**config.mk**
```make
export PLATFORM = sky130hd
export DESIGN_NAME = sppd_ctrl
export DESIGN_NICKNAME = d
export VERILOG_FILES = /design/src/design/sppd_pkg.sv /design/src/design/sppd_ctrl.sv
export SDC_FILE = /design/constraint.sdc
export NUM_CORES = 1
export LEC_CHECK = 0
export ABC_AREA = 0
export BUFFER_PORTS_ARGS = -buffer_cell sky130_fd_sc_hd__buf_2
export CAP_MARGIN = 20
export CORE_AREA = 2 2 39 41
export CTS_BUF_LIST = sky130_fd_sc_hd__clkbuf_8
export DETAILED_ROUTE_END_ITERATION = 7
export DIE_AREA = 0 0 41 43
export PLACE_DENSITY = 0.38
export SETUP_SLACK_MARGIN = 0.4
export SLEW_MARGIN = 20
export SYNTH_ARGS = -nofsm -noshare
export SYNTH_HDL_FRONTEND = slang
export SYNTH_SLANG_ARGS = --single-unit
```
**constraint.sdc**
```tcl
create_clock -name i_clk -period 1.67 [get_ports i_clk]
set_input_delay 0.501 -clock i_clk [delete_from_list [all_inputs] [get_ports i_clk]]
set_output_delay 0.501 -clock i_clk [all_outputs]
set_load 0.01 [all_outputs]
```
**src/design/sppd_pkg.sv**
```systemverilog
// Shared types, constants and helpers for the stereo ping-pong delay.
// No dependencies; imported by sppd_ctrl, sppd_dpath and stereo_ping_pong_delay.
package sppd_pkg;

    // Delay line geometry
    localparam int LINE_DEPTH = 65536;
    localparam int ADDR_W     = $clog2(LINE_DEPTH);
    localparam int POS_W      = ADDR_W + 8;                 // line position, Q.8
    localparam int D_W        = (POS_W > 24) ? POS_W : 24;  // clamped delay width

    localparam logic [D_W-1:0] DLY_MIN = D_W'(256);
    localparam logic [D_W-1:0] DLY_MAX = D_W'((LINE_DEPTH - 2) * 256);

    // Sample and gain formats
    localparam int SAMPLE_W = 24;
    localparam int CFG_W    = 24;
    localparam int IDX_W    = 3;

    localparam logic [15:0] FB_MAX = 16'd55705;
    localparam logic [16:0] UNITY  = 17'd65536;

    // Register indexes
    localparam logic [IDX_W-1:0] CFG_DELAY  = 3'd0;
    localparam logic [IDX_W-1:0] CFG_FB     = 3'd1;
    localparam logic [IDX_W-1:0] CFG_MIX    = 3'd2;
    localparam logic [IDX_W-1:0] CFG_BYPASS = 3'd3;
    localparam logic [IDX_W-1:0] CFG_STEP   = 3'd4;

    // Register reset values
    localparam logic [23:0] DELAY_RST = 24'd6144000;
    localparam logic [15:0] FB_RST    = 16'd19661;
    localparam logic [16:0] MIX_RST   = 17'd16384;
    localparam logic        BYP_RST   = 1'b0;
    localparam logic [16:0] STEP_RST  = 17'd137;

    // Controller to datapath commands
    typedef struct packed {
        logic accept;   // capture dry pair, read both taps
        logic interp;   // interpolate the taps
        logic mix;      // feedback write, dry/wet mix, ramp update
        logic blend;    // blend into output register
    } t_cmd;

    function automatic logic signed [SAMPLE_W-1:0] sat24(input logic signed [31:0] x);
        logic signed [SAMPLE_W-1:0] y;
        if (x > 32'sd8388607) begin
            y = 24'sh7FFFFF;
        end else if (x < -32'sd8388608) begin
            y = 24'sh800000;
        end else begin
            y = x[SAMPLE_W-1:0];
        end
        return y;
    endfunction

    function automatic logic [D_W-1:0] clamp_delay(input logic [23:0] v);
        logic [D_W-1:0] x;
        x = D_W'(v);
        if (x < DLY_MIN) begin
            x = DLY_MIN;
        end else if (x > DLY_MAX) begin
            x = DLY_MAX;
        end
        return x;
    endfunction

endpackage

```
**src/design/sppd_ctrl.sv**
```systemverilog
// Sequencer for the stereo ping-pong delay: handshakes and step commands.
// Depends on sppd_pkg.
module sppd_ctrl (
    input  logic          i_clk,
    input  logic          i_rst_n,
    input  logic          i_in_valid,
    output logic          o_in_ready,
    output logic          o_out_valid,
    input  logic          i_out_ready,
    input  logic          i_cfg_we,
    output sppd_pkg::t_cmd o_cmd
);
    import sppd_pkg::*;

    typedef enum logic [1:0] {
        S_IDLE,
        S_INTERP,
        S_MIX,
        S_BLEND
    } t_state;

    t_state r_state;
    logic   r_ov;       // output register holds a result
    logic   r_stale;    // read address register not yet refreshed

    logic in_xfer;
    logic out_load;

    assign o_in_ready  = (r_state == S_IDLE) && !r_stale;
    assign in_xfer     = o_in_ready && i_in_valid;
    assign out_load    = (r_state == S_BLEND) && (!r_ov || i_out_ready);
    assign o_out_valid = r_ov;

    assign o_cmd.accept = in_xfer;
    assign o_cmd.interp = (r_state == S_INTERP);
    assign o_cmd.mix    = (r_state == S_MIX);
    assign o_cmd.blend  = out_load;

    always_ff @(posedge i_clk) begin
        if (!i_rst_n) begin
            r_state <= S_IDLE;
            r_ov    <= 1'b0;
            r_stale <= 1'b1;
        end else begin
            r_stale <= i_cfg_we;
            if (out_load) begin
                r_ov <= 1'b1;
            end else if (i_out_ready) begin
                r_ov <= 1'b0;
            end
            unique case (r_state)
                S_IDLE: begin
                    if (in_xfer) r_state <= S_INTERP;
                end
                S_INTERP: r_state <= S_MIX;
                S_MIX:    r_state <= S_BLEND;
                S_BLEND: begin
                    if (out_load) r_state <= S_IDLE;
                end
                default: r_state <= S_IDLE;
            endcase
        end
    end

`ifndef NO_ASSERTIONS
    // read address must be refreshed after a delay change before a transfer
    a_cfg_blocks: assert property (@(posedge i_clk) disable iff (!i_rst_n)
        i_cfg_we |=> !o_in_ready)
        else $error("input ready right after a config write");
    // a transfer reaches the line write after the interpolate step
    a_seq: assert property (@(posedge i_clk) disable iff (!i_rst_n)
        in_xfer |-> ##2 o_cmd.mix)
        else $error("step sequence broken");
    // never overwrite a result that is still waiting
    a_no_clobber: assert property (@(posedge i_clk) disable iff (!i_rst_n)
        o_cmd.blend |-> (!r_ov || i_out_ready))
        else $error("pending result overwritten");
    // no new item while one is in flight
    a_one_item: assert property (@(posedge i_clk) disable iff (!i_rst_n)
        o_cmd.mix |-> !o_in_ready)
        else $error("input ready during processing");
`endif

endmodule

```
==> impl_metrics.toml, run 1 <==
[final_layout]
fin_nets = 55
drive_gt1_frac = 0.651
finalInstanceArea_sq_um = 469
diodes = 0
final_util = 0.339
instances_no_fill = 59
syn_to_final_growth_pct = 70.5

[sta]
finalHoldViolations = 0
period_minus_slack_ns = 1.63
rsz0062_at_grt = "true"
finalMaxSlewViolations = 0
whs_ns = 0.465
setup_viol = 0
maxSlewHeadroom = 0.882
skew_ns = 0.00224
max_clock_freq_ghz = 0.615
fin_crit_sh = 0.974
tightest_slew_ns = 0.176
tns_ns = 0

[global_routing]
grt_max_degree = 7
grt_pass1_wl_microns = 848
grt_pass1_vias = 222
grt_overflow_total = 0
grt.total_usage = 0.0763
antenna_found_initial = 0

[floorplan]
die_w_microns = 41
die_y_microns = 43
pin_count = 11
start_util = 0.199
core_area_sq_um = 1380
rows = 14
die_area_sq_um = 1760

[pwr]
power.leakage_nw = 0.218
p_per_area_nw_per_um2 = 1400
ir_worst_vdd_mv = 0.457

[worst_setup_path]
worstPathArrival_ns = 1.13
r2r_cells = 5
regToRegSetupSlack_ns = 0.54
cp-start-kind = "register"
reg2reg_from = "r_state[0]"
cp-endpoint = "o_cmd[3]"
crit_start = "r_state[0]"
cp-end-kind = "output pin"
r2r_end = "r_state[1]"
crit_required_ns = 1.17
crit_type = "register to output pin"
cp_max_fo = 4

[synth]
synth_edf_count = 0
synth_commonest_cells = "5 x ha_1, 4 x dfxtp_1, 3 x nand2_1"
ys_seq_area_frac = 0.291
yosys_warnings = 0
synth_compound_area_frac = 0.123
synth.top_cell.area_share = 0.291
synth_most_common_cell = "ha_1"
synth_fa_ha_area_frac = 0.227
synth_mux_area_frac = 0.0727
synth_top_family_by_area = "adder cells"
ys_ff_latch = 4
yosysUniqueCellTypes = 13
yosysTopAreaCell = "dfxtp_1"
synth_xor_area_frac = 0
syn_inst = 27
async_flop_share = 0
synth_area_sq_um = 275
syn-num-nets = 37
synth-simple-area-share = 0.205
synth.avg_cell_area_sq_um = 10.2
yosys-top-cells-area = "dfxtp_1 29%, ha_1 23%, a22oi_4 7.7%, mux2i_1 7.3%, buf_4 5.5%"
synth-main-ff-cell = "dfxtp_1"

[place]
hpwl_microns = 402
place_area_sq_um = 355
place.gp.congestion = 0.691
port_buffers = 10
place_inst = 51

[routing]
vias_per_cell = 3.92
wl_microns = 559
drc = 0
wl_per_cell_microns = 9.47
drt-initial-drc-count = 5
vias = 231
first_pass_iters = 2
ant_nets = 0

[clocking]
clkTransAtPathRegs_ns = 0.03
insertion_delay_ns = 0.21
cts_tree = "done"
cts-root-buf = "clkbuf_8"
numClockSinks = 4
cts_buffers = 3
htreeDepth = 1
cts_hold_buf = 0
cts_buffer_depth = 2

[outcome]
status = "completed"

[hold_path]
min_path_type = "input pin to register"

[run]
maxCapViolCount = 0
cells by family (layout without fill, tap and decap cells):
kind of cell,after synthesis,after routing
buffers and inverters,4,20
AO/OA/AOI/OAI,3,3
AND/OR/NAND/NOR,9,9
flip-flops,4,4
multiplexers,2,2
adder cells (fa/ha/maj),5,5
per-layer routing:
metal	vias up	GRT usage	share of wire
met3	0	0.0314	0.045
met2	7	0.0969	0.56
met5	-	0	0
met4	0	0.0800	0
li1	117	-	-
met1	107	0.0868	0.40
metrics by stage:
| step | worst slack [ns] | power (mW) |
|---|---|---|
| after floorplan | 0.234 | 0.316 |
| after global placement | 0.220 | 0.358 |
| after detailed placement | 0.208 | 0.361 |
| after CTS | 0.0298 | 0.623 |
| after global routing | 0.00394 | 0.707 |
| final | 0.0436 | 0.656 |
layout by cell type, fill, tap and decap left out:
| cell | synthesis | routed |
|---|---|---|
| dfxtp_4 | 0 | 2 |
| buf_4 | 2 | 5 |
| a22oi_4 | 1 | 1 |
| clkbuf_8 | 0 | 3 |
| o21a_1 | 1 | 1 |
| nor2b_4 | 1 | 2 |
| ha_4 | 0 | 2 |
| nor2b_1 | 2 | 1 |
| and2_4 | 0 | 1 |
| dfxtp_1 | 4 | 2 |
| nand2_1 | 3 | 3 |
| mux2i_1 | 2 | 2 |
| nand2b_1 | 2 | 2 |
| inv_4 | 0 | 2 |
| ha_1 | 5 | 3 |
| buf_2 | 0 | 8 |
| buf_6 | 0 | 2 |
| o21ai_0 | 1 | 1 |
cell type report:
type / count / area (sq um)
Sequential cell: 4 / 87.6
Tap cell: 16 / 20.0
Clock buffer: 3 / 41.3
Fill cell: 153 / 915
Timing Repair Buffer: 15 / 100
Inverter: 2 / 12.5
Multi-Input combinational cell: 19 / 208
worst max-delay path, stage by stage, from the launching register on:
cell and delay (ns):
dfxtp_4 0.36, inv_4 0.04, ha_4 0.15, nor2b_4 0.12, and2_4 0.13, buf_6 0.11
repair_timing:
action	in CTS	in global routing
pin swaps	1	0
setup buffers	3	2
resized for setup	5	3
setup endpoints to repair	5	5
cloned	0	0
worst min path at each step:
stage,startpoint,endpoint,slack [ns],cells past startpoint
after floorplan,r_state[1],r_state[1],0.46,2
after global placement,r_state[0],r_state[0],0.47,2
after detailed placement,r_state[0],r_state[0],0.49,2
after CTS,i_cfg_we,r_stale,0.46,2
after global routing,i_cfg_we,r_stale,0.49,2
final,i_cfg_we,r_stale,0.46,2
registers in the layout (all words and copies together), names as in the netlist:
signal	cells
o_out_valid	1
r_state	2
r_stale	1
report_power, final:
part	switching, mW	internal, mW	total [mW]
registers	0.0271	0.124	0.152
logic	0.125	0.180	0.305
clock network	0.0459	0.153	0.199
No activity file was read; power rests on OpenSTA's default activity.
==> run 2: changes to the inputs <==
--- a/config.mk
+++ b/config.mk
@@ -8,10 +8,10 @@
 export ABC_AREA = 0
 export BUFFER_PORTS_ARGS = -buffer_cell sky130_fd_sc_hd__buf_2
 export CAP_MARGIN = 20
-export CORE_AREA = 2 2 39 41
+export CORE_AREA = 5 5 42 44
 export CTS_BUF_LIST = sky130_fd_sc_hd__clkbuf_8
 export DETAILED_ROUTE_END_ITERATION = 7
-export DIE_AREA = 0 0 41 43
+export DIE_AREA = 0 0 47 49
 export PLACE_DENSITY = 0.38
 export SETUP_SLACK_MARGIN = 0.4
 export SLEW_MARGIN = 20
==> impl_metrics.toml, run 2 (synthesis gave the netlist of run 1 again) <==
[sta]
finalMaxSlewViolations = 0
tightest_slew_ns = 0.169
rsz0062_at_grt = "true"
tns_ns = 0
max_clock_freq_ghz = 0.616
skew_ns = 0.000262
fin_crit_sh = 0.972
period_minus_slack_ns = 1.62
finalHoldViolations = 0
maxSlewHeadroom = 0.887
setup_viol = 0

[worst_setup_path]
worstPathArrival_ns = 1.12
reg2reg_from = "r_state[1]"
cp_slowest_cell = "dfxtp_2"
cp-end-kind = "output pin"
crit_type = "register to output pin"
cp-start-kind = "register"
crit_required_ns = 1.17
crit_start = "r_state[0]"
crit_family = "flip-flops"
slowest_delay_ns = 0.33
cp_max_fo = 3
worstPathCellList = "inv_2 > ha_4 > nor2b_4 > and2_4 > buf_6"
crit_buf_inv = 2

[final_layout]
fin_nets = 58
final_common_cell = "buf_2"
syn_to_final_growth_pct = 90.5
diodes = 0
largest-register = "r_state"
largest_reg_flops = 2
layout_common_cells = "7 x buf_2, 6 x buf_4, 5 x buf_6"
finalInstanceArea_sq_um = 524
drive_gt1_frac = 0.739

[global_routing]
antenna_found_initial = 0
grt_pass1_wl_microns = 972
grt_max_degree = 7
grt_overflow_total = 0
grt.total_usage = 0.0656
grt_pass1_vias = 230

[clocking]
cts_buffer_depth = 2
htreeDepth = 1
insertion_delay_ns = 0.22
clkTransAtPathRegs_ns = 0.03
cts_hold_buf = 0
cts_tree = "done"
cts_buffers = 3
cts-root-buf = "clkbuf_8"
numClockSinks = 4

[pwr]
power.leakage_nw = 0.235
ir_worst_vdd_mv = 0.594
switching_share = 0.309
p_sw_mw = 0.230
p_int_mw = 0.515
p_per_area_nw_per_um2 = 1420
p_clk_frac = 0.274
p_comb_frac = 0.544
power_frac_seq = 0.182

[routing]
vias = 240
vias_per_cell = 3.87
drc = 0
ant_nets = 0
drt-initial-drc-count = 1
first_pass_iters = 2
wl_microns = 619
wl_per_cell_microns = 9.98

[floorplan]
die_area_sq_um = 2300
core_area_sq_um = 1400
die_w_microns = 47
pin_count = 11
start_util = 0.196
rows = 14
die_y_microns = 49

[place]
place.gp.congestion = 0.667
place_area_sq_um = 355
hpwl_microns = 416
port_buffers = 10

[hold_path]
min_path_type = "input pin to register"
worstHoldStart = "i_cfg_we"

[run]
maxCapViolCount = 0

[outcome]
status = "completed"
[run 2: area by class of cell]
type	count	area, sq um
clock buffers	3	41.3
fillers	145	877
inverters	2	7.51
multi-input cells	19	236
flip-flops and latches	4	82.6
well taps	16	20.0
repair buffers	18	136
[run 2: path summary, 6_finish.rpt]
kind | endpoint | cells past startpoint | slack, ns
max | o_cmd[3] | 5 | 0.05
min | r_stale | 2 | 0.47
max reg2reg | r_state[0] | 7 | 0.47
min reg2reg | r_state[1] | 3 | 0.63
[run 2: timing repair]
| action | 4_1_cts | 5_1_grt |
|---|---|---|
| pin swaps | 1 | 2 |
| endpoints found under the setup margin | 5 | 6 |
| setup buffers | 6 | 2 |
| resized for setup | 8 | 5 |
[run 2: stage by stage]
step | power [mW] | hold slack [ns] | setup slack (ns) | std cells | utilization
finish | 0.745 | 0.467 | 0.0464 | 62 | 0.374
global route | 0.801 | 0.476 | 0.000131 | 62 | 0.374
CTS | 0.697 | 0.466 | 0.0421 | 60 | 0.349
detailed placement | 0.362 | 0.480 | 0.213 | 51 | 0.254
global placement | 0.357 | 0.475 | 0.220 | 51 | 0.254
floorplan | 0.316 | 0.460 | 0.234 | 27 | -
[run 2: layer usage]
layer | GRT usage | part of all wire | up-vias | routed length, microns
met3 | 0.0443 | 0.092 | 2 | 57
met4 | 0.0553 | 0.026 | 0 | 16
met2 | 0.0905 | 0.48 | 9 | 298
met5 | 0 | 0 | - | 0
met1 | 0.0640 | 0.40 | 106 | 247
li1 | - | - | 123 | -
[run 2: worst register-to-register path, delay by kind of cell (launching register included)]
kind            cells  cell delay, ns
buf+inv             4            0.42
flops               1            0.34
fa+ha+maj           1            0.15
compound gates      1            0.10
mux                 1            0.08
[run 2: power groups by stage]
stage	logic [mW]	clock network [mW]	registers [mW]
after floorplan	0.177	0	0.138
after global placement	0.216	0	0.141
after detailed placement	0.221	0	0.141
after CTS	0.350	0.210	0.136
after global routing	0.443	0.219	0.140
final	0.405	0.204	0.135
==> run 3: changes to the inputs <==
--- a/config.mk
+++ b/config.mk
@@ -12,7 +12,7 @@
 export CTS_BUF_LIST = sky130_fd_sc_hd__clkbuf_8
 export DETAILED_ROUTE_END_ITERATION = 7
 export DIE_AREA = 0 0 47 49
-export PLACE_DENSITY = 0.38
+export PLACE_DENSITY = 0.43
 export SETUP_SLACK_MARGIN = 0.4
 export SLEW_MARGIN = 20
 export SYNTH_ARGS = -nofsm -noshare
==> impl_metrics.toml, run 3 (synthesis gave the netlist of run 1 again) <==
[floorplan]
die_area_sq_um = 2300
start_util = 0.196
core_area_sq_um = 1400
die_y_microns = 49
rows = 14
die_w_microns = 47
pin_count = 11

[routing]
first_pass_iters = 3
ant_nets = 0
drc = 0
wl_per_cell_microns = 10.1
drt-initial-drc-count = 5
vias = 238
wl_microns = 606
vias_per_cell = 3.97

[clocking]
cts-root-buf = "clkbuf_8"
insertion_delay_ns = 0.21
htreeDepth = 1
numClockSinks = 4
clkTransAtPathRegs_ns = 0.03
cts_buffers = 3
cts_buffer_depth = 2
cts_hold_buf = 0
cts_tree = "done"

[pwr]
p_per_area_nw_per_um2 = 1400
p_int_mw = 0.477
switching_share = 0.303
power_frac_seq = 0.203
power.leakage_nw = 0.223
p_comb_frac = 0.503
ir_worst_vdd_mv = 0.580
p_clk_frac = 0.294
p_sw_mw = 0.207

[global_routing]
grt_overflow_total = 0
grt.total_usage = 0.0606
grt_max_degree = 7
antenna_found_initial = 0
grt_pass1_wl_microns = 966
grt_pass1_vias = 238

[final_layout]
layout_common_cells = "7 x buf_2, 5 x buf_4, 4 x buf_6"
largest-register = "r_state"
drive_gt1_frac = 0.682
final_common_cell = "buf_2"
diodes = 0
syn_to_final_growth_pct = 77.7
largest_reg_flops = 2
fillerInstances = 145
fin_nets = 56

[worst_setup_path]
crit_type = "register to output pin"
cp_max_fo = 3
cp-end-kind = "output pin"
worstPathArrival_ns = 1.12
cp-start-kind = "register"
crit_required_ns = 1.17

[sta]
finalMaxSlewViolations = 0
rsz0062_at_grt = "true"
maxSlewHeadroom = 0.902
max_clock_freq_ghz = 0.615
tns_ns = 0
tightest_slew_ns = 0.143
skew_ns = 0.00179
period_minus_slack_ns = 1.63
fin_crit_sh = 0.973
whs_ns = 0.466
finalHoldViolations = 0
setup_viol = 0

[hold_path]
min_path_type = "input pin to register"

[place]
hpwl_microns = 439
place.gp.congestion = 0.649
port_buffers = 10

[run]
maxCapViolCount = 0

[outcome]
status = "completed"
[run 3: path summary, 6_finish.rpt]
| check | slack [ns] | start | cells past startpoint | endpoint |
|---|---|---|---|---|
| min reg2reg | 0.62 | r_state[0] | 3 | r_state[0] |
| max reg2reg | 0.50 | r_state[0] | 6 | r_state[0] |
| min | 0.47 | i_cfg_we | 2 | r_stale |
| max | 0.04 | r_state[0] | 5 | o_cmd[3] |
[run 3: per-stage QoR]
stage / instances / power, mW / worst slack, ns / area (sq um) / utilization
2_1_floorplan: 27 / 0.316 / 0.234 / 304 / -
3_3_place_gp: 51 / 0.356 / 0.222 / 355 / 0.254
3_5_place_dp: 51 / 0.362 / 0.204 / 355 / 0.254
4_1_cts: 59 / 0.672 / 0.0487 / 478 / 0.341
5_1_grt: 60 / 0.735 / 0.00581 / 489 / 0.349
6_report: 60 / 0.684 / 0.0448 / 489 / 0.349
[run 3: metal layers]
layer / routed length, microns / global-route usage
met1: 236 / 0.0617
met2: 294 / 0.0860
met3: 68 / 0.0406
met4: 6 / 0.0415
met5: 0 / 0
[run 3: critical path: stages, from the launching register on]
cell     delay, ns
dfxtp_2       0.35
inv_2         0.06
ha_4          0.15
nor2b_4       0.12
and2_4        0.13
buf_6         0.11
[run 3: cell type report]
| class | count | area, sq um | share of cell area |
|---|---|---|---|
| inverter | 2 | 7.51 | 0.0153 |
| tap | 16 | 20.0 | 0.0409 |
| sequential | 4 | 82.6 | 0.169 |
| multi-input combinational | 19 | 220 | 0.450 |
| timing repair buffer | 16 | 118 | 0.240 |
| clock buffer | 3 | 41.3 | 0.0844 |
[run 3: repair_timing]
item,CTS,global route
resized for setup,7,1
endpoints found under the setup margin,5,5
buffers inserted,5,1
pin swaps,1,2
[run 3: power by group through the flow]
| stage | combinational [mW] | clock, mW | sequential, mW |
|---|---|---|---|
| floorplan | 0.177 | 0 | 0.138 |
| global placement | 0.214 | 0 | 0.142 |
| detailed placement | 0.219 | 0 | 0.143 |
| CTS | 0.329 | 0.206 | 0.138 |
| global route | 0.379 | 0.215 | 0.141 |
| finish | 0.344 | 0.201 | 0.139 |
